===== src/rtl/pwd_pkg.sv =====
package pwd_pkg;

    localparam int FIFO_DEPTH_DEF = 16;
    localparam int DATA_W         = 8;
    localparam int FILL_W         = 5;
    localparam int THR_W          = 6;
    localparam int CNT_W          = 3;
    localparam int BITS_PER_BYTE  = 8;
    localparam int APB_ADDR_W     = 3;
    localparam int APB_DATA_W     = 32;

    localparam logic [DATA_W-1:0] SYNC_RESET = 8'h80;

    // register index, taken from paddr[2]
    localparam logic REG_SYNC_THR = 1'b0;

    typedef enum logic {
        OP_EDGE = 1'b0,
        OP_READ = 1'b1
    } t_op;

    // per-transaction result info travelling beside the memory read
    typedef struct packed {
        logic              read_valid;
        logic [FILL_W-1:0] fill_count;
    } t_result;

endpackage


===== src/rtl/pwd_if.sv =====
interface pwd_in_if;
    logic                      valid;
    logic                      ready;
    logic                      operation;
    logic [pwd_pkg::DATA_W-1:0] pulse_length;

    modport source (output valid, output operation, output pulse_length, input ready);
    modport sink   (input valid, input operation, input pulse_length, output ready);
endinterface

interface pwd_out_if;
    logic                       valid;
    logic                       ready;
    logic [pwd_pkg::DATA_W-1:0] read_byte;
    logic                       read_valid;
    logic [pwd_pkg::FILL_W-1:0] fill_count;

    modport source (output valid, output read_byte, output read_valid, output fill_count,
                    input ready);
    modport sink   (input valid, input read_byte, input read_valid, input fill_count,
                    output ready);
endinterface


===== src/rtl/pulse_width_demodulator_fifo.sv =====
// pulse width demodulator with sync detection and a byte fifo
//
// input channel i_in_ch: one transaction is either an edge event carrying the
// measured pulse length (operation 0) or a host read of one byte (operation 1).
// output channel o_out_ch: exactly one result transaction per input, in order,
// with the popped byte, a flag telling whether a byte was popped, and the fifo
// fill level after that input.
// each result passes through the memory stage (the synchronous byte memory
// read) and then the output register before it appears on o_out_ch.
// throughput: one transaction per cycle unless the receiver stalls, set by
// the single read-modify-write of the index and shifter state and the read port.
// the apb port holds sync_threshold at address 0; write it only while idle.
// reset (synchronous, active low) clears indices, shifter, bit count, bit
// threshold and sets sync_threshold to 0x80; the byte memory is not cleared.
// when the receiver stalls, the output register and the memory stage hold
// and i_in_ch.ready drops once both are occupied; nothing is lost.
module pulse_width_demodulator_fifo #(
    parameter int FIFO_DEPTH = pwd_pkg::FIFO_DEPTH_DEF
) (
    input  logic                             i_clk,
    input  logic                             i_rst_n,
    pwd_in_if.sink                           i_in_ch,
    pwd_out_if.source                        o_out_ch,
    input  logic                             psel,
    input  logic                             penable,
    input  logic                             pwrite,
    input  logic [pwd_pkg::APB_ADDR_W-1:0]   paddr,
    input  logic [pwd_pkg::APB_DATA_W-1:0]   pwdata,
    output logic [pwd_pkg::APB_DATA_W-1:0]   prdata,
    output logic                             pready
);

    localparam int AW = $clog2(FIFO_DEPTH);

    logic [pwd_pkg::DATA_W-1:0] sync_thr;
    logic                       accept;
    logic                       s1_adv;
    logic                       wen, ren;
    logic [AW-1:0]              waddr, raddr;
    logic [pwd_pkg::DATA_W-1:0] wdata, rdata;
    pwd_pkg::t_result           result;

    logic                       r_s1_v;
    pwd_pkg::t_result           r_s1_res;
    logic                       r_out_v;
    logic [pwd_pkg::DATA_W-1:0] r_out_byte;
    pwd_pkg::t_result           r_out_res;

    assign s1_adv        = !r_out_v || o_out_ch.ready;
    assign i_in_ch.ready = !r_s1_v || s1_adv;
    assign accept        = i_in_ch.valid && i_in_ch.ready;

    pwd_regs u_regs (
        .i_clk      (i_clk),
        .i_rst_n    (i_rst_n),
        .psel       (psel),
        .penable    (penable),
        .pwrite     (pwrite),
        .paddr      (paddr),
        .pwdata     (pwdata),
        .prdata     (prdata),
        .pready     (pready),
        .o_sync_thr (sync_thr)
    );

    pwd_demod #(
        .FIFO_DEPTH (FIFO_DEPTH),
        .AW         (AW)
    ) u_demod (
        .i_clk          (i_clk),
        .i_rst_n        (i_rst_n),
        .i_accept       (accept),
        .i_operation    (i_in_ch.operation),
        .i_pulse_length (i_in_ch.pulse_length),
        .i_sync_thr     (sync_thr),
        .o_wen          (wen),
        .o_waddr        (waddr),
        .o_wdata        (wdata),
        .o_ren          (ren),
        .o_raddr        (raddr),
        .o_result       (result)
    );

    pwd_mem #(
        .DEPTH (FIFO_DEPTH),
        .AW    (AW)
    ) u_mem (
        .i_clk   (i_clk),
        .i_wen   (wen),
        .i_waddr (waddr),
        .i_wdata (wdata),
        .i_ren   (ren),
        .i_raddr (raddr),
        .o_rdata (rdata)
    );

    // memory stage; read data stays put until this stage moves on
    always_ff @(posedge i_clk) begin
        if (!i_rst_n) begin
            r_s1_v <= 1'b0;
        end else if (i_in_ch.ready) begin
            r_s1_v <= accept;
        end
    end

    always_ff @(posedge i_clk) begin
        if (accept) begin
            r_s1_res <= result;
        end
    end

    always_ff @(posedge i_clk) begin
        if (!i_rst_n) begin
            r_out_v <= 1'b0;
        end else if (s1_adv) begin
            r_out_v <= r_s1_v;
        end
    end

    always_ff @(posedge i_clk) begin
        if (s1_adv && r_s1_v) begin
            r_out_res  <= r_s1_res;
            r_out_byte <= r_s1_res.read_valid ? rdata : '0;
        end
    end

    assign o_out_ch.valid      = r_out_v;
    assign o_out_ch.read_byte  = r_out_byte;
    assign o_out_ch.read_valid = r_out_res.read_valid;
    assign o_out_ch.fill_count = r_out_res.fill_count;

endmodule


===== src/rtl/pwd_regs.sv =====
module pwd_regs (
    input  logic                             i_clk,
    input  logic                             i_rst_n,
    input  logic                             psel,
    input  logic                             penable,
    input  logic                             pwrite,
    input  logic [pwd_pkg::APB_ADDR_W-1:0]   paddr,
    input  logic [pwd_pkg::APB_DATA_W-1:0]   pwdata,
    output logic [pwd_pkg::APB_DATA_W-1:0]   prdata,
    output logic                             pready,
    output logic [pwd_pkg::DATA_W-1:0]       o_sync_thr
);

    logic [pwd_pkg::DATA_W-1:0] r_sync_thr;
    logic                       sel_sync;

    assign sel_sync = (paddr[2] == pwd_pkg::REG_SYNC_THR);
    assign pready   = 1'b1;

    always_ff @(posedge i_clk) begin
        if (!i_rst_n) begin
            r_sync_thr <= pwd_pkg::SYNC_RESET;
        end else if (psel && penable && pwrite && sel_sync) begin
            r_sync_thr <= pwdata[pwd_pkg::DATA_W-1:0];
        end
    end

    always_comb begin
        prdata = '0;
        if (sel_sync) begin
            prdata = {{(pwd_pkg::APB_DATA_W-pwd_pkg::DATA_W){1'b0}}, r_sync_thr};
        end
    end

    assign o_sync_thr = r_sync_thr;

endmodule


===== src/rtl/pwd_mem.sv =====
module pwd_mem #(
    parameter int DEPTH = pwd_pkg::FIFO_DEPTH_DEF,
    parameter int AW    = $clog2(DEPTH)
) (
    input  logic                       i_clk,
    input  logic                       i_wen,
    input  logic [AW-1:0]              i_waddr,
    input  logic [pwd_pkg::DATA_W-1:0] i_wdata,
    input  logic                       i_ren,
    input  logic [AW-1:0]              i_raddr,
    output logic [pwd_pkg::DATA_W-1:0] o_rdata
);

    logic [pwd_pkg::DATA_W-1:0] r_mem [DEPTH];
    logic [pwd_pkg::DATA_W-1:0] r_rdata;

    always_ff @(posedge i_clk) begin
        if (i_wen) begin
            r_mem[i_waddr] <= i_wdata;
        end
    end

    // holds its value between reads
    always_ff @(posedge i_clk) begin
        if (i_ren) begin
            r_rdata <= r_mem[i_raddr];
        end
    end

    assign o_rdata = r_rdata;

endmodule


===== src/rtl/pwd_demod.sv =====
module pwd_demod #(
    parameter int FIFO_DEPTH = pwd_pkg::FIFO_DEPTH_DEF,
    parameter int AW         = $clog2(FIFO_DEPTH)
) (
    input  logic                       i_clk,
    input  logic                       i_rst_n,
    input  logic                       i_accept,
    input  logic                       i_operation,
    input  logic [pwd_pkg::DATA_W-1:0] i_pulse_length,
    input  logic [pwd_pkg::DATA_W-1:0] i_sync_thr,
    output logic                       o_wen,
    output logic [AW-1:0]              o_waddr,
    output logic [pwd_pkg::DATA_W-1:0] o_wdata,
    output logic                       o_ren,
    output logic [AW-1:0]              o_raddr,
    output pwd_pkg::t_result           o_result
);

    localparam int IW  = $clog2(2 * FIFO_DEPTH);
    localparam int LVW = (IW + 1 > pwd_pkg::FILL_W) ? IW + 1 : pwd_pkg::FILL_W;

    logic [IW-1:0]                r_wr_idx, n_wr_idx;
    logic [IW-1:0]                r_rd_idx, n_rd_idx;
    logic [pwd_pkg::CNT_W-1:0]    r_bit_cnt, n_bit_cnt;
    logic [pwd_pkg::THR_W-1:0]    r_bit_thr, n_bit_thr;
    logic [pwd_pkg::DATA_W-1:0]   r_shift, n_shift;
    logic [LVW-1:0]               level_now, level_next;
    logic                         data_bit;
    logic                         pop;

    function automatic logic [IW-1:0] idx_inc(input logic [IW-1:0] idx);
        idx_inc = (idx == IW'(2 * FIFO_DEPTH - 1)) ? '0 : idx + 1'b1;
    endfunction

    function automatic logic [AW-1:0] idx_slot(input logic [IW-1:0] idx);
        logic [IW-1:0] s;
        s = (idx >= IW'(FIFO_DEPTH)) ? idx - IW'(FIFO_DEPTH) : idx;
        idx_slot = s[AW-1:0];
    endfunction

    // occupancy, indices wrap at twice the depth
    function automatic logic [LVW-1:0] level(input logic [IW-1:0] w, input logic [IW-1:0] r);
        logic [LVW-1:0] d;
        d = LVW'(w) - LVW'(r);
        if (w < r) begin
            d = d + LVW'(2 * FIFO_DEPTH);
        end
        level = d;
    endfunction

    assign level_now  = level(r_wr_idx, r_rd_idx);
    assign level_next = level(n_wr_idx, n_rd_idx);
    assign data_bit   = (i_pulse_length >= {2'b00, r_bit_thr});

    always_comb begin
        n_wr_idx  = r_wr_idx;
        n_rd_idx  = r_rd_idx;
        n_bit_cnt = r_bit_cnt;
        n_bit_thr = r_bit_thr;
        n_shift   = r_shift;
        o_wen     = 1'b0;
        o_ren     = 1'b0;
        pop       = 1'b0;
        if (i_accept) begin
            if (i_operation == pwd_pkg::OP_READ) begin
                if (level_now != '0) begin
                    o_ren    = 1'b1;
                    pop      = 1'b1;
                    n_rd_idx = idx_inc(r_rd_idx);
                end
            end else if (i_pulse_length > i_sync_thr) begin
                n_bit_thr = i_pulse_length[pwd_pkg::DATA_W-1:2];
                n_bit_cnt = '0;
            end else begin
                n_shift   = {data_bit, r_shift[pwd_pkg::DATA_W-1:1]};
                n_bit_cnt = r_bit_cnt + 1'b1;
                if (r_bit_cnt == pwd_pkg::CNT_W'(pwd_pkg::BITS_PER_BYTE - 1)
                        && level_now < LVW'(FIFO_DEPTH)) begin
                    o_wen    = 1'b1;
                    n_wr_idx = idx_inc(r_wr_idx);
                end
            end
        end
    end

    // a write lands in memory before any later pop can read that slot
    assign o_waddr  = idx_slot(r_wr_idx);
    assign o_wdata  = n_shift;
    assign o_raddr  = idx_slot(r_rd_idx);
    assign o_result = '{read_valid: pop, fill_count: level_next[pwd_pkg::FILL_W-1:0]};

    always_ff @(posedge i_clk) begin
        if (!i_rst_n) begin
            r_wr_idx  <= '0;
            r_rd_idx  <= '0;
            r_bit_cnt <= '0;
            r_bit_thr <= '0;
            r_shift   <= '0;
        end else begin
            r_wr_idx  <= n_wr_idx;
            r_rd_idx  <= n_rd_idx;
            r_bit_cnt <= n_bit_cnt;
            r_bit_thr <= n_bit_thr;
            r_shift   <= n_shift;
        end
    end

endmodule


===== src/flat_wrapper.sv =====
// flat-port wrapper written by rule: the top's interface ports become plain ports
module pulse_width_demodulator_fifo_flat 
#(
    parameter int FIFO_DEPTH = pwd_pkg::FIFO_DEPTH_DEF
)
  (i_clk, i_rst_n, psel, penable, pwrite, paddr, pwdata, prdata, pready, i_in_ch_valid, i_in_ch_operation, i_in_ch_pulse_length, i_in_ch_ready, o_out_ch_valid, o_out_ch_read_byte, o_out_ch_read_valid, o_out_ch_fill_count, o_out_ch_ready);
  pwd_in_if i_in_ch_i ();
  pwd_out_if o_out_ch_i ();
  input  logic i_clk;
  input  logic i_rst_n;
  input  logic psel;
  input  logic penable;
  input  logic pwrite;
  input  logic [pwd_pkg::APB_ADDR_W-1:0] paddr;
  input  logic [pwd_pkg::APB_DATA_W-1:0] pwdata;
  output logic [pwd_pkg::APB_DATA_W-1:0] prdata;
  output logic pready;
  input wire logic [$bits(i_in_ch_i.valid)-1:0] i_in_ch_valid;
  input wire logic [$bits(i_in_ch_i.operation)-1:0] i_in_ch_operation;
  input wire logic [$bits(i_in_ch_i.pulse_length)-1:0] i_in_ch_pulse_length;
  output wire logic [$bits(i_in_ch_i.ready)-1:0] i_in_ch_ready;
  output wire logic [$bits(o_out_ch_i.valid)-1:0] o_out_ch_valid;
  output wire logic [$bits(o_out_ch_i.read_byte)-1:0] o_out_ch_read_byte;
  output wire logic [$bits(o_out_ch_i.read_valid)-1:0] o_out_ch_read_valid;
  output wire logic [$bits(o_out_ch_i.fill_count)-1:0] o_out_ch_fill_count;
  input wire logic [$bits(o_out_ch_i.ready)-1:0] o_out_ch_ready;
  assign i_in_ch_i.valid = i_in_ch_valid;
  assign i_in_ch_i.operation = i_in_ch_operation;
  assign i_in_ch_i.pulse_length = i_in_ch_pulse_length;
  assign i_in_ch_ready = i_in_ch_i.ready;
  assign o_out_ch_valid = o_out_ch_i.valid;
  assign o_out_ch_read_byte = o_out_ch_i.read_byte;
  assign o_out_ch_read_valid = o_out_ch_i.read_valid;
  assign o_out_ch_fill_count = o_out_ch_i.fill_count;
  assign o_out_ch_i.ready = o_out_ch_ready;
  pulse_width_demodulator_fifo #(.FIFO_DEPTH(FIFO_DEPTH)) u_core (.i_clk(i_clk), .i_rst_n(i_rst_n), .i_in_ch(i_in_ch_i), .o_out_ch(o_out_ch_i), .psel(psel), .penable(penable), .pwrite(pwrite), .paddr(paddr), .pwdata(pwdata), .prdata(prdata), .pready(pready));
endmodule

===== config.mk =====
export PLATFORM = sky130hd
export DESIGN_NAME = pulse_width_demodulator_fifo_flat
export DESIGN_NICKNAME = d
export VERILOG_FILES = /design/src/rtl/pwd_pkg.sv /design/src/rtl/pwd_if.sv /design/src/rtl/pulse_width_demodulator_fifo.sv /design/src/rtl/pwd_regs.sv /design/src/rtl/pwd_mem.sv /design/src/rtl/pwd_demod.sv /design/src/flat_wrapper.sv
export SDC_FILE = /design/constraint.sdc
export NUM_CORES = 1
export LEC_CHECK = 0
export ABC_CLOCK_PERIOD_IN_PS = 4980
export BUFFER_PORTS_ARGS = -buffer_cell sky130_fd_sc_hd__buf_4
export CORE_ASPECT_RATIO = 1.5
export CORE_UTILIZATION = 55
export DETAILED_ROUTE_END_ITERATION = 8
export GPL_TIMING_DRIVEN = 1
export PLACE_DENSITY_LB_ADDON = 0.25
export REMOVE_ABC_BUFFERS = 1
export SYNTH_ARGS = -nofsm -noshare
export SYNTH_HDL_FRONTEND = slang
export SYNTH_HIERARCHICAL = 1
export SYNTH_SLANG_ARGS = --single-unit

===== constraint.sdc =====
create_clock -name i_clk -period 4.98 [get_ports i_clk]
set_input_delay 0.996 -clock i_clk [delete_from_list [all_inputs] [get_ports i_clk]]
set_output_delay 0.996 -clock i_clk [all_outputs]
set_load 0.03 [all_outputs]

# == After elaboration in Yosys (flattened, before gate mapping) ==
# Memories as Yosys holds them, arrays and structs flattened. A register that Yosys moved wholly into a read port is not among the register bits.
# Cells that the tools add are included.
# word_totals
reg_bits,57
ramBits,128
input_bits,51
output_inout_bits,49
n_memories,1
# op_classes
n_addsub,9
n_lt_le_gt_ge,7
n_eq_ne,3
n_mux,27
bitwise_logic,2
n_reduce_logical,13
# mem_list
name,words,width,rd,rd_clocked_by_memory_dff,wr,line_no,source
u_core.u_mem.r_mem,16,8,1,1,1,pwd_mem.sv:14,logic [pwd_pkg::DATA_W-1:0] r_mem [DEPTH];
# ops
op,count
$mux 5,10
$mux 8,4
$add 5x1->5 const B,3
$eq 5x5->1 const B,2
$ge 5x5->1 const B,2
$lt 5x5->1,2
$mux 1,9
$ge 8x6->1,1
$gt 8x8->1,1
$mux 4,2
$sub 4x1->4 const B,2
$add 6x6->6 const B,1
$logic_and 1x1->1,6
$lt 6x5->1 const B,1
$mux 6,1
$reduce_bool 6->1,1
$sub 5x5->6,1
$sub 5x5->5,1
$add 3x1->3 const B,1
$eq 3x3->1 const B,1
$mux 3,1
$reduce_and 3->1,1
$logic_not 1->1,2
$logic_or 1x1->1,2
2 further kinds,3

# == Logic depth before layout (Yosys ltp) ==
# Gate-level depths: netlist of the first run.
# logic_depth
word_depth,12
ltp_mapped,17
mapped_depth_nobuf,17

# == Cells and area by module ==
# The synthesis of the first run kept the hierarchy.
# by_module_without_submodules
mod,instances,cells_per_inst,area_each_um2,seq_area_each_um2
pwd_mem,1,229,5227.5,4083.9
pwd_demod,1,227,2072.0,540.5
pulse_width_demodulator_fifo,1,37,744.5,640.6
pwd_regs,1,70,595.6,160.2

# == Least setup slack after synthesis of the first run ==
# OpenSTA, ideal clock, no wires.
# synth_timing
path_type,input -> register
from,in o_out_ch_ready
to,reg u_core/r_s1_res[4] (netlist bit) (data pin)
setup_ns,0.262
arrival_time_ns,3.952
path_slack_ns,0.766
cell_stages,15
path_buffers,1
cell_sequence,and2b_4 -> a21oi_1 -> nand2b_1 -> or3_1 -> o41ai_4 -> and3_1 -> buf_4 -> mux2i_1 -> ha_1 -> fa_1 -> inv_1 -> a21o_1 -> a21oi_1 -> xnor2_2 -> xnor2_1
# synth_lines
element,line_no,source
start: declaration,flat_wrapper.sv:26,input wire logic [$bits(o_out_ch_i.ready)-1:0] o_out_ch_ready;
end signal: assignment,pulse_width_demodulator_fifo.sv:108,r_s1_res <= result;
end: declaration,pulse_width_demodulator_fifo.sv:44,pwd_pkg::t_result r_s1_res;

==> results of run 1 <==
==> cell usage after synthesis (6+ instances only) <==
cell | count | share of area
edfxtp_1 | 156 | 0.54
buf_4 | 37 | 0.032
dfxtp_1 | 37 | 0.086
nand2_1 | 31 | 0.013
ha_1 | 29 | 0.042
inv_1 | 28 | 0.012
and2_1 | 21 | 0.015
mux2i_1 | 20 | 0.023
nor2_1 | 20 | 0.0087
nor2b_1 | 20 | 0.014
a22oi_1 | 18 | 0.016
mux4_2 | 18 | 0.047
mux4_1 | 14 | 0.043
a21oi_1 | 9 | 0.0052
and2b_2 | 9 | 0.0091
mux2_2 | 7 | 0.0091
nor3_1 | 7 | 0.0041
nand2b_1 | 6 | 0.0043
==> layout by cell type, fill, tap and decap left out, types with 5 or more instances in the layout <==
cell type	netlist	layout
a21o_1	5	5
a21oi_1	9	9
a22oi_1	18	18
and2_1	21	21
and2b_2	9	9
buf_4	37	56
clkbuf_16	0	17
conb_1	2	25
dfxtp_1	37	36
edfxtp_1	156	156
ha_1	29	29
inv_1	28	28
mux2_2	7	7
mux2i_1	20	20
mux4_1	14	14
mux4_2	18	18
nand2_1	31	31
nand2b_1	6	6
nand3_1	5	5
nor2_1	20	20
nor2b_1	20	20
nor3_1	7	7
==> where the power goes <==
part,switching (mW),internal (mW)
logic,0.265,0.207
registers,0.0278,1.83
clock network,0.645,0.676
total,0.938,2.72
==> final cells by class <==
| type | instances | area share |
|---|---|---|
| clock inverter | 15 | 0.0173 |
| tap | 199 | 0.0259 |
| sequential | 193 | 0.565 |
| multi-input combinational | 313 | 0.292 |
| clock buffer | 17 | 0.0443 |
| inverter | 29 | 0.0113 |
| timing repair buffer | 56 | 0.0438 |
==> final timing paths <==
kind	end	cells after the start	slack [ns]	start
setup / recovery	u_core/r_s1_res[4]	16	0.90	u_core/u_demod/r_wr_idx[0]
hold / removal	u_core/o_out_ch.fill_count[4]	0	0.42	u_core/r_s1_res[4]
setup reg to reg	u_core/r_s1_res[4]	16	0.90	u_core/u_demod/r_wr_idx[0]
hold reg to reg	u_core/o_out_ch.fill_count[4]	0	0.42	u_core/r_s1_res[4]
==> routing by layer <==
metal / routed length, um / vias up / part of all wire
met5: 0 / - / 0
met4: 146 / 0 / 0.0096
met3: 540 / 12 / 0.036
met2: 8500 / 113 / 0.56
met1: 5980 / 2265 / 0.39
li1: - / 2143 / -
==> kinds of logic after synthesis <==
| family | share of synthesized area |
|---|---|
| AO/OA/AOI/OAI | 0.0494 |
| flip-flops | 0.628 |
| multiplexers | 0.122 |
| XOR/XNOR | 0.00594 |
| buffers and inverters | 0.0569 |
| adder cells (fa/ha/maj) | 0.0466 |
| AND/OR/NAND/NOR | 0.0905 |
| other | 0.000869 |
==> critical path, cell delays in order, from the launching register on <==
cell and delay, ns:
dfxtp_1 0.56, inv_1 0.09, ha_1 0.23, fa_1 0.41, nor2b_1 0.13, o21a_1 0.16
o211ai_2 0.13, nand3_1 0.15, and3_1 0.43, mux2i_1 0.35, ha_1 0.24, fa_1 0.21
inv_1 0.05, a21o_1 0.16, a21oi_1 0.28, xnor2_2 0.11, xnor2_1 0.12
==> flip-flops by register name, summed over array words and instances, names as in the netlist, 5 cells and up <==
name and cells:
u_core/u_mem/r_mem 128, u_core/o_out_ch.read_byte 8, u_core/u_demod/r_shift 8, u_core/u_mem/o_rdata 8, u_core/u_regs/o_sync_thr 8, u_core/r_s1_res 6, u_core/u_demod/r_bit_thr 6, u_core/o_out_ch.fill_count 5
u_core/u_demod/r_rd_idx 5, u_core/u_demod/r_wr_idx 5
==> through the flow <==
stage          std cells  setup slack (ns)   util  total power, mW
5_1_grt              822             0.640  0.632             3.79
3_3_place_gp         790             0.558  0.593             2.35
2_1_floorplan        535             0.434      -             2.24
4_1_cts              822             0.938  0.632             3.69
6_report             822             0.900  0.632             3.66
3_5_place_dp         790             0.467  0.593             2.37
==> results by group, run 1 <==
Critical path
  • Required @ worst endpoint: around 5.2 ns
  • Worst-path maximum fanout: 12
  • CP startpoint kind: flip-flop
  • Critical path endpoint category: flip-flop
  • Crit Path Class: flip-flop to flip-flop
  • Crit path DAT: 4.25 ns

Clock network
  • Max H-tree Level: 4
  • Worst-Skew Late Latency: 0.43 ns
  • PostCTS Resize Cnt: 0
  • Root Buffer: clkbuf_16
  • Cts-stage hold buffer count: 0
  • Clock slew at reported path FFs: 0.07 ns
  • CTS max path bufs: 2
  • CTS tree: yes
  • Post-CTS setup buffer count: 0
  • Clk sink count: 193
  • Num CTS Buffers: 17

Synthesis
  • Syn Inst Count: 563
  • Avg Synthesized Cell Area: 15.3 um^2
  • Flops & latches, synth: 193
  • Mapped Area: around 0.0086 mm^2
  • Synth warn: 6
  • Async S/R FF share, synth: 0
  • Synth cell types: 57
  • EDFF count, synth: 156
  • Sequential fraction of the synthesis area: 0.628
  • Post-synth top flop: edfxtp_1

Global routing
  • Total track usage: 0.197
  • Largest net degree at the start of global routing: 46
  • Met2 GRT Util: 0.372
  • GRT busiest layer: met2
  • Met1 global-route usage: 0.226
  • Total grt overflow: 0
  • Met3 Track Usage GR: 0.0306
  • First-pass GRT wire length: 24000 um
  • Number of global-route vias before repair: 4647
  • Initial antenna violation count: 0

Cells and area
  • Number of diodes: 0
  • Fill cells: 1083
  • Post-layout nets: 692
  • Final instance area: 0.00961 mm^2
  • Share of cells above drive strength 1: 0.223
  • Area of the multi-input gates: 0.00281 mm^2
  • Area growth from synthesis to layout: 11.2%
  • Reg area: roughly 0.0054 mm^2

Routing
  • Routed vias: 4533
  • DRT Wirelength: ~15000 um
  • Vias per cell: 5.51
  • Drt pass-1 iters: 4
  • Iter 0 DRT Violations: approximately 220
  • DR WL/cell: 18.4 um
  • Final ANT Viol Nets: 0
  • DRC errors left: 0

Floorplanning
  • I/O pins: 100
  • Chip height: 156 um
  • Row cnt: 55
  • Starting density of the core: 0.568
  • Die width: 104 um
  • Die area: 0.0162 mm^2
  • Placeable Area: 0.0152 mm^2

Timing
  • Part of the cycle the worst path needs: 0.819
  • Hold Fails Final Rpt: 0
  • Slew HR: 0.248
  • Final setup viols: 0
  • Setup TNS: 0 ns
  • Clk_skew: 0.0168 ns
  • Post-route minimum period: 4.08 ns
  • Worst Max-Slew Pin Slew: roughly 1.1 ns
  • FMAX: approximately 250 MHz
  • Min Hold Slack: 0.420 ns
  • Unrepaired setup endpoints after global routing: false
  • Max Slew Vio Count: 0

Status
  • Outcome: completed

Pwr
  • Pwr dens: about 380 mW/mm^2
  • Leakage Power: 3.60 nW
  • Peak VDD IR: approximately 0.27 mV

Place
  • Dpl cell area: roughly 0.0090 mm^2
  • Routability Congestion: 0.789
  • Detail Placement HPWL: a little over 10000 um
  • Port buffer count: between 40 and 50

Flow run
  • Max-Cap Viols: 0

Hold path
  • Worst Hold Class: flip-flop to flip-flop
(Power assumes the default switching activity.)
==> inputs of run 2 (changes only) <==
ABC_CLOCK_PERIOD_IN_PS = 3900   (was 4980)
clock period = 3.9 ns   (was 4.98 ns; I/O delays follow)
==> run 2 against run 1 <==
Against the previous run:
- sequential cell count unchanged
- clock skew decreased by 0.0043 ns
- routed wire length decreased by 1.1%
- cell area increased by 1.6%
==> results by group, run 2 (synthesis gave the netlist of run 1 again) <==
Status
  • Outcome: completed

Place
  • DP Cell Count: 810 (+2.5%)
  • Port buffer count: 48 (unchanged)
  • Detail Placement HPWL: 10300 um (-0.29%)
  • Place WS: -0.0972 ns (-0.564 ns)
  • Dpl cell area: 0.00916 mm^2 (+1.7%)
  • Routability Congestion: 0.799 (+1.2%)

Floorplanning
  • Row cnt: 55 (unchanged)
  • Starting density of the core: 0.568 (unchanged)
  • I/O pins: 100 (unchanged)
  • Placeable Area: 0.0152 mm^2 (unchanged)
  • Die area: 0.0162 mm^2 (unchanged)
  • Chip height: 156 um (unchanged)
  • Die width: 104 um (unchanged)

Critical path
  • R2R setup slack: 0.29 ns (-0.61 ns)
  • Required @ worst endpoint: 4.07 ns (-1.08 ns)
  • CP startpoint kind: flip-flop
  • Worst-path maximum fanout: 9 (-3)
  • Reg2reg path depth: 15 (-1)
  • R2R Path Start: u_core/u_demod/r_rd_idx[2]
  • Crit path DAT: 3.78 ns (-0.47 ns)
  • RR Endpoint: u_core/r_s1_res[4]
  • Crit Path Class: flip-flop to flip-flop
  • Critical path endpoint category: flip-flop

Routing
  • Met2 wire len: 8290 um (-2.4%)
  • Max layer used: met4
  • Final ANT Viol Nets: 0 (unchanged)
  • Routed vias: 4657 (+2.7%)
  • DR WL/cell: 17.8 um (-3.5%)
  • Drt pass-1 iters: 5 (+1)
  • M1 WL: 5890 um (-1.5%)
  • Iter 0 DRT Violations: 237 (+9.2%)
  • DRC errors left: 0 (unchanged)
  • Vias per cell: 5.53 (+0.30%)
  • DRT Wirelength: 15000 um (-1.1%)
  • WL met3: 586 um (+8.5%)

Clock network
  • Max H-tree Level: 4 (unchanged)
  • CTS max path bufs: 2 (unchanged)
  • Num CTS Buffers: 17 (unchanged)
  • Root Buffer: clkbuf_16
  • Worst-Skew Late Latency: 0.43 ns (about the same)
  • Clk sink count: 193 (unchanged)
  • Clock slew at reported path FFs: 0.07 ns (about the same)
  • CTS tree: yes

Cells and area
  • Post-layout nets: 712 (+2.9%)
  • Final cell count without fillers: 842 (+2.4%)
  • Fill cells: 1075 (-0.74%)
  • Number of diodes: 0 (unchanged)
  • Largest reg by FF count: u_core/u_mem/r_mem
  • Most common cell after layout, fill and taps aside: edfxtp_1
  • Area growth from synthesis to layout: 12.9%
  • Max reg flops: 128 (unchanged)
  • Share of cells above drive strength 1: 0.247 (+0.0242)
  • Most frequent cells in the layout: 156 x edfxtp_1, 76 x buf_4, 35 x dfxtp_1
  • Final instance area: 0.00976 mm^2 (+1.6%)

Global routing
  • Total track usage: 0.194 (-0.00299)
  • First-pass GRT wire length: 23800 um (-0.69%)
  • Initial antenna violation count: 0 (unchanged)
  • Total grt overflow: 0 (unchanged)
  • Number of global-route vias before repair: 4802 (+3.3%)
  • Largest net degree at the start of global routing: 46 (unchanged)

Timing
  • Post-route minimum period: 3.61 ns (-0.473 ns)
  • Hold Fails Final Rpt: 0 (unchanged)
  • Unrepaired setup endpoints after global routing: false
  • Part of the cycle the worst path needs: 0.925 (+0.105)
  • Setup WS post-layout: 0.294 ns (-0.607 ns)
  • Setup TNS: 0 ns (unchanged)
  • Worst Max-Slew Pin Slew: 1.02 ns (-0.0954 ns)
  • Slew HR: 0.312 (+0.0641)
  • Max Slew Vio Count: 0 (unchanged)
  • Clk_skew: 0.0125 ns (-0.00430 ns)
  • Final setup viols: 0 (unchanged)
  • FMAX: 277 MHz (+13%)

Pwr
  • Peak VDD IR: 0.280 mV (+2.2%)
  • Leakage Power: 3.74 nW (+3.8%)
  • Overall Power: 4.71 mW (+29%)
  • Pwr dens: 483 mW/mm^2 (+27%)

Hold path
  • Hold Startpoint: u_core/r_s1_res[1]
  • Worst Hold Class: flip-flop to flip-flop
  • Hold Path Sink: u_core/o_out_ch.fill_count[1]
  • Hold Path Depth: 0 (unchanged)

Flow run
  • Max-Cap Viols: 0 (unchanged)
==> run 2: routing by layer <==
metal | up-vias | GRT usage
met1 | 2322 | 0.216
met5 | - | 0
met4 | 0 | 0.0639
li1 | 2187 | -
met3 | 13 | 0.0373
met2 | 135 | 0.367
==> run 2: how the worst max path moves through the flow <==
| stage | endpoint | slack (ns) | startpoint | cells after the start |
|---|---|---|---|---|
| floorplan | u_core/r_s1_res[4] | -0.65 | u_core/u_demod/r_rd_idx[0] | 16 |
| global placement | u_core/r_s1_res[4] | -0.04 | o_out_ch_ready | 15 |
| detailed placement | u_core/r_s1_res[4] | -0.1 | o_out_ch_ready | 14 |
| CTS | u_core/r_s1_res[4] | 0.18 | u_core/u_demod/r_rd_idx[2] | 15 |
| global route | u_core/r_s1_res[4] | 0.09 | u_core/u_demod/r_rd_idx[2] | 15 |
| finish | u_core/r_s1_res[4] | 0.29 | u_core/u_demod/r_rd_idx[2] | 15 |
==> run 2: critical path, stage by stage (launching register included) <==
cell,delay (ns)
dfxtp_2,0.44
inv_1,0.09
ha_1,0.33
nor2b_1,0.15
o21a_1,0.19
or3_4,0.36
nand3_1,0.15
and3_1,0.21
mux2i_1,0.31
ha_1,0.24
fa_1,0.19
inv_1,0.04
a21o_1,0.16
a21oi_1,0.24
xnor2_2,0.11
xnor2_1,0.13
==> run 2: what timing repair did <==
action | 4_1_cts | 5_1_grt
hold buffers | 0 | 0
buffers inserted | 0 | 0
gates resized for setup | 0 | 1
endpoints found under the setup margin | 0 | 1
==> run 2: final cells by class <==
type	count	area [um^2]	share of cell area
clock buffers	18	429	0.0440
flip-flops and latches	193	5430	0.556
multi-input cells	313	2810	0.288
repair buffers	76	571	0.0585
inverters	29	109	0.0112
well taps	199	249	0.0255
clock inverters	14	164	0.0168
==> run 2: where the power goes <==
group | switching [mW] | internal [mW]
clock network | 0.805 | 0.921
registers | 0.0344 | 2.34
logic | 0.334 | 0.273
total | 1.17 | 3.54
==> run 2: per-stage QoR <==
step                      hold slack, ns   util
after detailed placement           0.405  0.603
after global placement             0.401  0.603
after CTS                          0.426  0.642
after global routing               0.437  0.642
after floorplan                    0.400      -
final                              0.427  0.642
==> inputs of run 3 (changes only) <==
CORE_UTILIZATION = 58   (was 55)
==> run 3 against run 2 <==
Against the previous run:
- fmax is 1.9% lower
- first-iteration DRC count is 21% higher
- cell count stayed put
- clock-buffer cell count is 1 lower
- power is 2.3% lower
- largest power group unchanged
==> results by group, run 3 (synthesis gave the netlist of run 1 again) <==
Status
  • Outcome: completed

Cells and area
  • Largest reg by FF count: u_core/u_mem/r_mem
  • Max reg flops: 128 (unchanged)
  • Most frequent cells in the layout: 156 x edfxtp_1, 79 x buf_4, 36 x dfxtp_1
  • Area growth from synthesis to layout: 12.6%
  • Number of diodes: 0 (unchanged)
  • Post-layout nets: 715 (+0.42%)
  • Most common cell after layout, fill and taps aside: edfxtp_1
  • Share of cells above drive strength 1: 0.249 (+0.00195)
  • Final instance area: 0.00973 mm^2 (-0.27%)

Routing
  • Routed vias: 4712 (+1.2%)
  • DR WL/cell: 18.5 um (+4.0%)
  • Drt pass-1 iters: 5 (unchanged)
  • DRT Wirelength: 15600 um (+4.0%)
  • DRC errors left: 0 (unchanged)
  • Iter 0 DRT Violations: 286 (+21%)
  • Final ANT Viol Nets: 0 (unchanged)
  • Vias per cell: 5.60 (+1.2%)

Pwr
  • Pwr dens: 473 mW/mm^2 (-2.0%)
  • Peak VDD IR: 0.339 mV (+21%)
  • Leakage Power: 3.74 nW (-0.11%)

Timing
  • Min Hold Slack: 0.420 ns (-0.00676 ns)
  • Clk_skew: 0.00968 ns (-0.00283 ns)
  • Hold Fails Final Rpt: 0 (unchanged)
  • Worst Max-Slew Pin Slew: 1.34 ns (+0.313 ns)
  • Slew HR: 0.103 (-0.210)
  • Final setup viols: 0 (unchanged)
  • Part of the cycle the worst path needs: 0.943 (+0.0179)
  • Max Slew Vio Count: 0 (unchanged)
  • FMAX: 272 MHz (-1.9%)
  • Post-route minimum period: 3.68 ns (+0.0697 ns)
  • Unrepaired setup endpoints after global routing: false
  • Setup TNS: 0 ns (unchanged)

Floorplanning
  • Die width: 102 um (-2.6%)
  • Chip height: 151 um (-2.6%)
  • Starting density of the core: 0.595 (+0.0267)
  • Row cnt: 54 (-1.8%)
  • Placeable Area: 0.0145 mm^2 (-4.5%)
  • I/O pins: 100 (unchanged)
  • Die area: 0.0154 mm^2 (-5.1%)

Clock network
  • Root Buffer: clkbuf_16
  • CTS max path bufs: 2 (unchanged)
  • Worst-Skew Late Latency: 0.42 ns (about the same)
  • CTS tree: yes
  • Clk sink count: 193 (unchanged)
  • PostCTS Resize Cnt: 0 (unchanged)
  • Max H-tree Level: 4 (unchanged)
  • Post-CTS setup buffer count: 0 (unchanged)
  • Cts-stage hold buffer count: 0 (unchanged)
  • Clock slew at reported path FFs: 0.07 ns (about the same)
  • Num CTS Buffers: 17 (unchanged)

Hold path
  • Hold Startpoint: u_core/r_s1_res[2]
  • Worst Hold Class: flip-flop to flip-flop

Critical path
  • Critical path endpoint category: flip-flop
  • Crit Path Class: flip-flop to flip-flop
  • Crit-path cells: inv_1 > ha_1 > fa_1 > nand3_1 > a211oi_1 > a211oi_2 > a31oi_4 > inv_2 > nand2b_1 > o21ai_1 > ha_1 > fa_1 > inv_1 > a21o_1 > a21oi_1 > xnor2_2 > xnor2_1
  • Largest stage delay on the critical path: 0.53 ns (+0.09 ns)
  • Worst-path maximum fanout: 7 (-2)
  • Crit path DAT: 3.84 ns (+0.06 ns)
  • Critical Path Start: u_core/u_demod/r_wr_idx[0]
  • Required @ worst endpoint: 4.07 ns (about the same)
  • Critical path's slowest cell: fa_1
  • R2R Path Start: u_core/u_demod/r_wr_idx[0]
  • CP startpoint kind: flip-flop

Global routing
  • Number of global-route vias before repair: 4708 (-2.0%)
  • Met3 Track Usage GR: 0.0417 (+0.00446)
  • GRT busiest layer: met2
  • Largest net degree at the start of global routing: 46 (unchanged)
  • First-pass GRT wire length: 24400 um (+2.6%)
  • Total track usage: 0.219 (+0.0251)
  • Total grt overflow: 0 (unchanged)
  • Met2 GRT Util: 0.405 (+0.0380)
  • Met1 global-route usage: 0.248 (+0.0327)
  • Initial antenna violation count: 0 (unchanged)

Place
  • Dpl cell area: 0.00918 mm^2 (+0.20%)
  • Detail Placement HPWL: 10600 um (+2.8%)
  • Port buffer count: 48 (unchanged)
  • Routability Congestion: 0.859 (+7.5%)

Flow run
  • Max-Cap Viols: 0 (unchanged)
[run 3: worst paths after layout]
| kind | end | slack, ns | cells past startpoint |
|---|---|---|---|
| setup / recovery | u_core/r_s1_res[4] | 0.22 | 17 |
| hold / removal | u_core/o_out_ch.fill_count[2] | 0.42 | 0 |
| setup reg to reg | u_core/r_s1_res[4] | 0.22 | 17 |
| hold reg to reg | u_core/o_out_ch.fill_count[2] | 0.42 | 0 |
[run 3: worst max-delay path, delay by kind of cell (launching register included)]
family                   cells  cell delay [ns]
XOR/XNOR                     2             0.28
AND/OR/NAND/NOR              2             0.22
flip-flops                   1             0.33
adder cells (fa/ha/maj)      4             1.41
AO/OA/AOI/OAI                6             0.99
buffers and inverters        3             0.18
[run 3: metal layers]
| metal | vias to the layer above | share of wire |
|---|---|---|
| li1 | 2192 | - |
| met1 | 2383 | 0.39 |
| met2 | 117 | 0.56 |
| met3 | 20 | 0.032 |
| met4 | 0 | 0.018 |
| met5 | - | 0 |
[run 3: area by class of cell]
| cell class | count | area [um^2] |
|---|---|---|
| flip-flops and latches | 193 | 5430 |
| fillers | 997 | 4790 |
| multi-input cells | 313 | 2810 |
| repair buffers | 79 | 593 |
| clock buffers | 17 | 425 |
| well taps | 196 | 245 |
| clock inverters | 15 | 124 |
| inverters | 29 | 109 |
[run 3: metrics by stage]
step	util	std cells	power (mW)	worst slack (ns)
final	0.670	842	4.60	0.224
after global routing	0.670	842	4.78	0.0620
after CTS	0.670	842	4.63	0.259
after detailed placement	0.632	810	3.04	-0.155
after global placement	0.632	810	3.02	-0.0255
after floorplan	-	535	2.85	-0.646
[run 3: power by group]
| group | switching [mW] | internal (mW) | total [mW] | leakage (nW) |
|---|---|---|---|---|
| Sequential | 0.0335 | 2.34 | 2.38 | 1.81 |
| Clock | 0.770 | 0.835 | 1.60 | 0.273 |
| Combinational | 0.345 | 0.275 | 0.620 | 1.65 |
| Total | 1.15 | 3.45 | 4.60 | 3.74 |
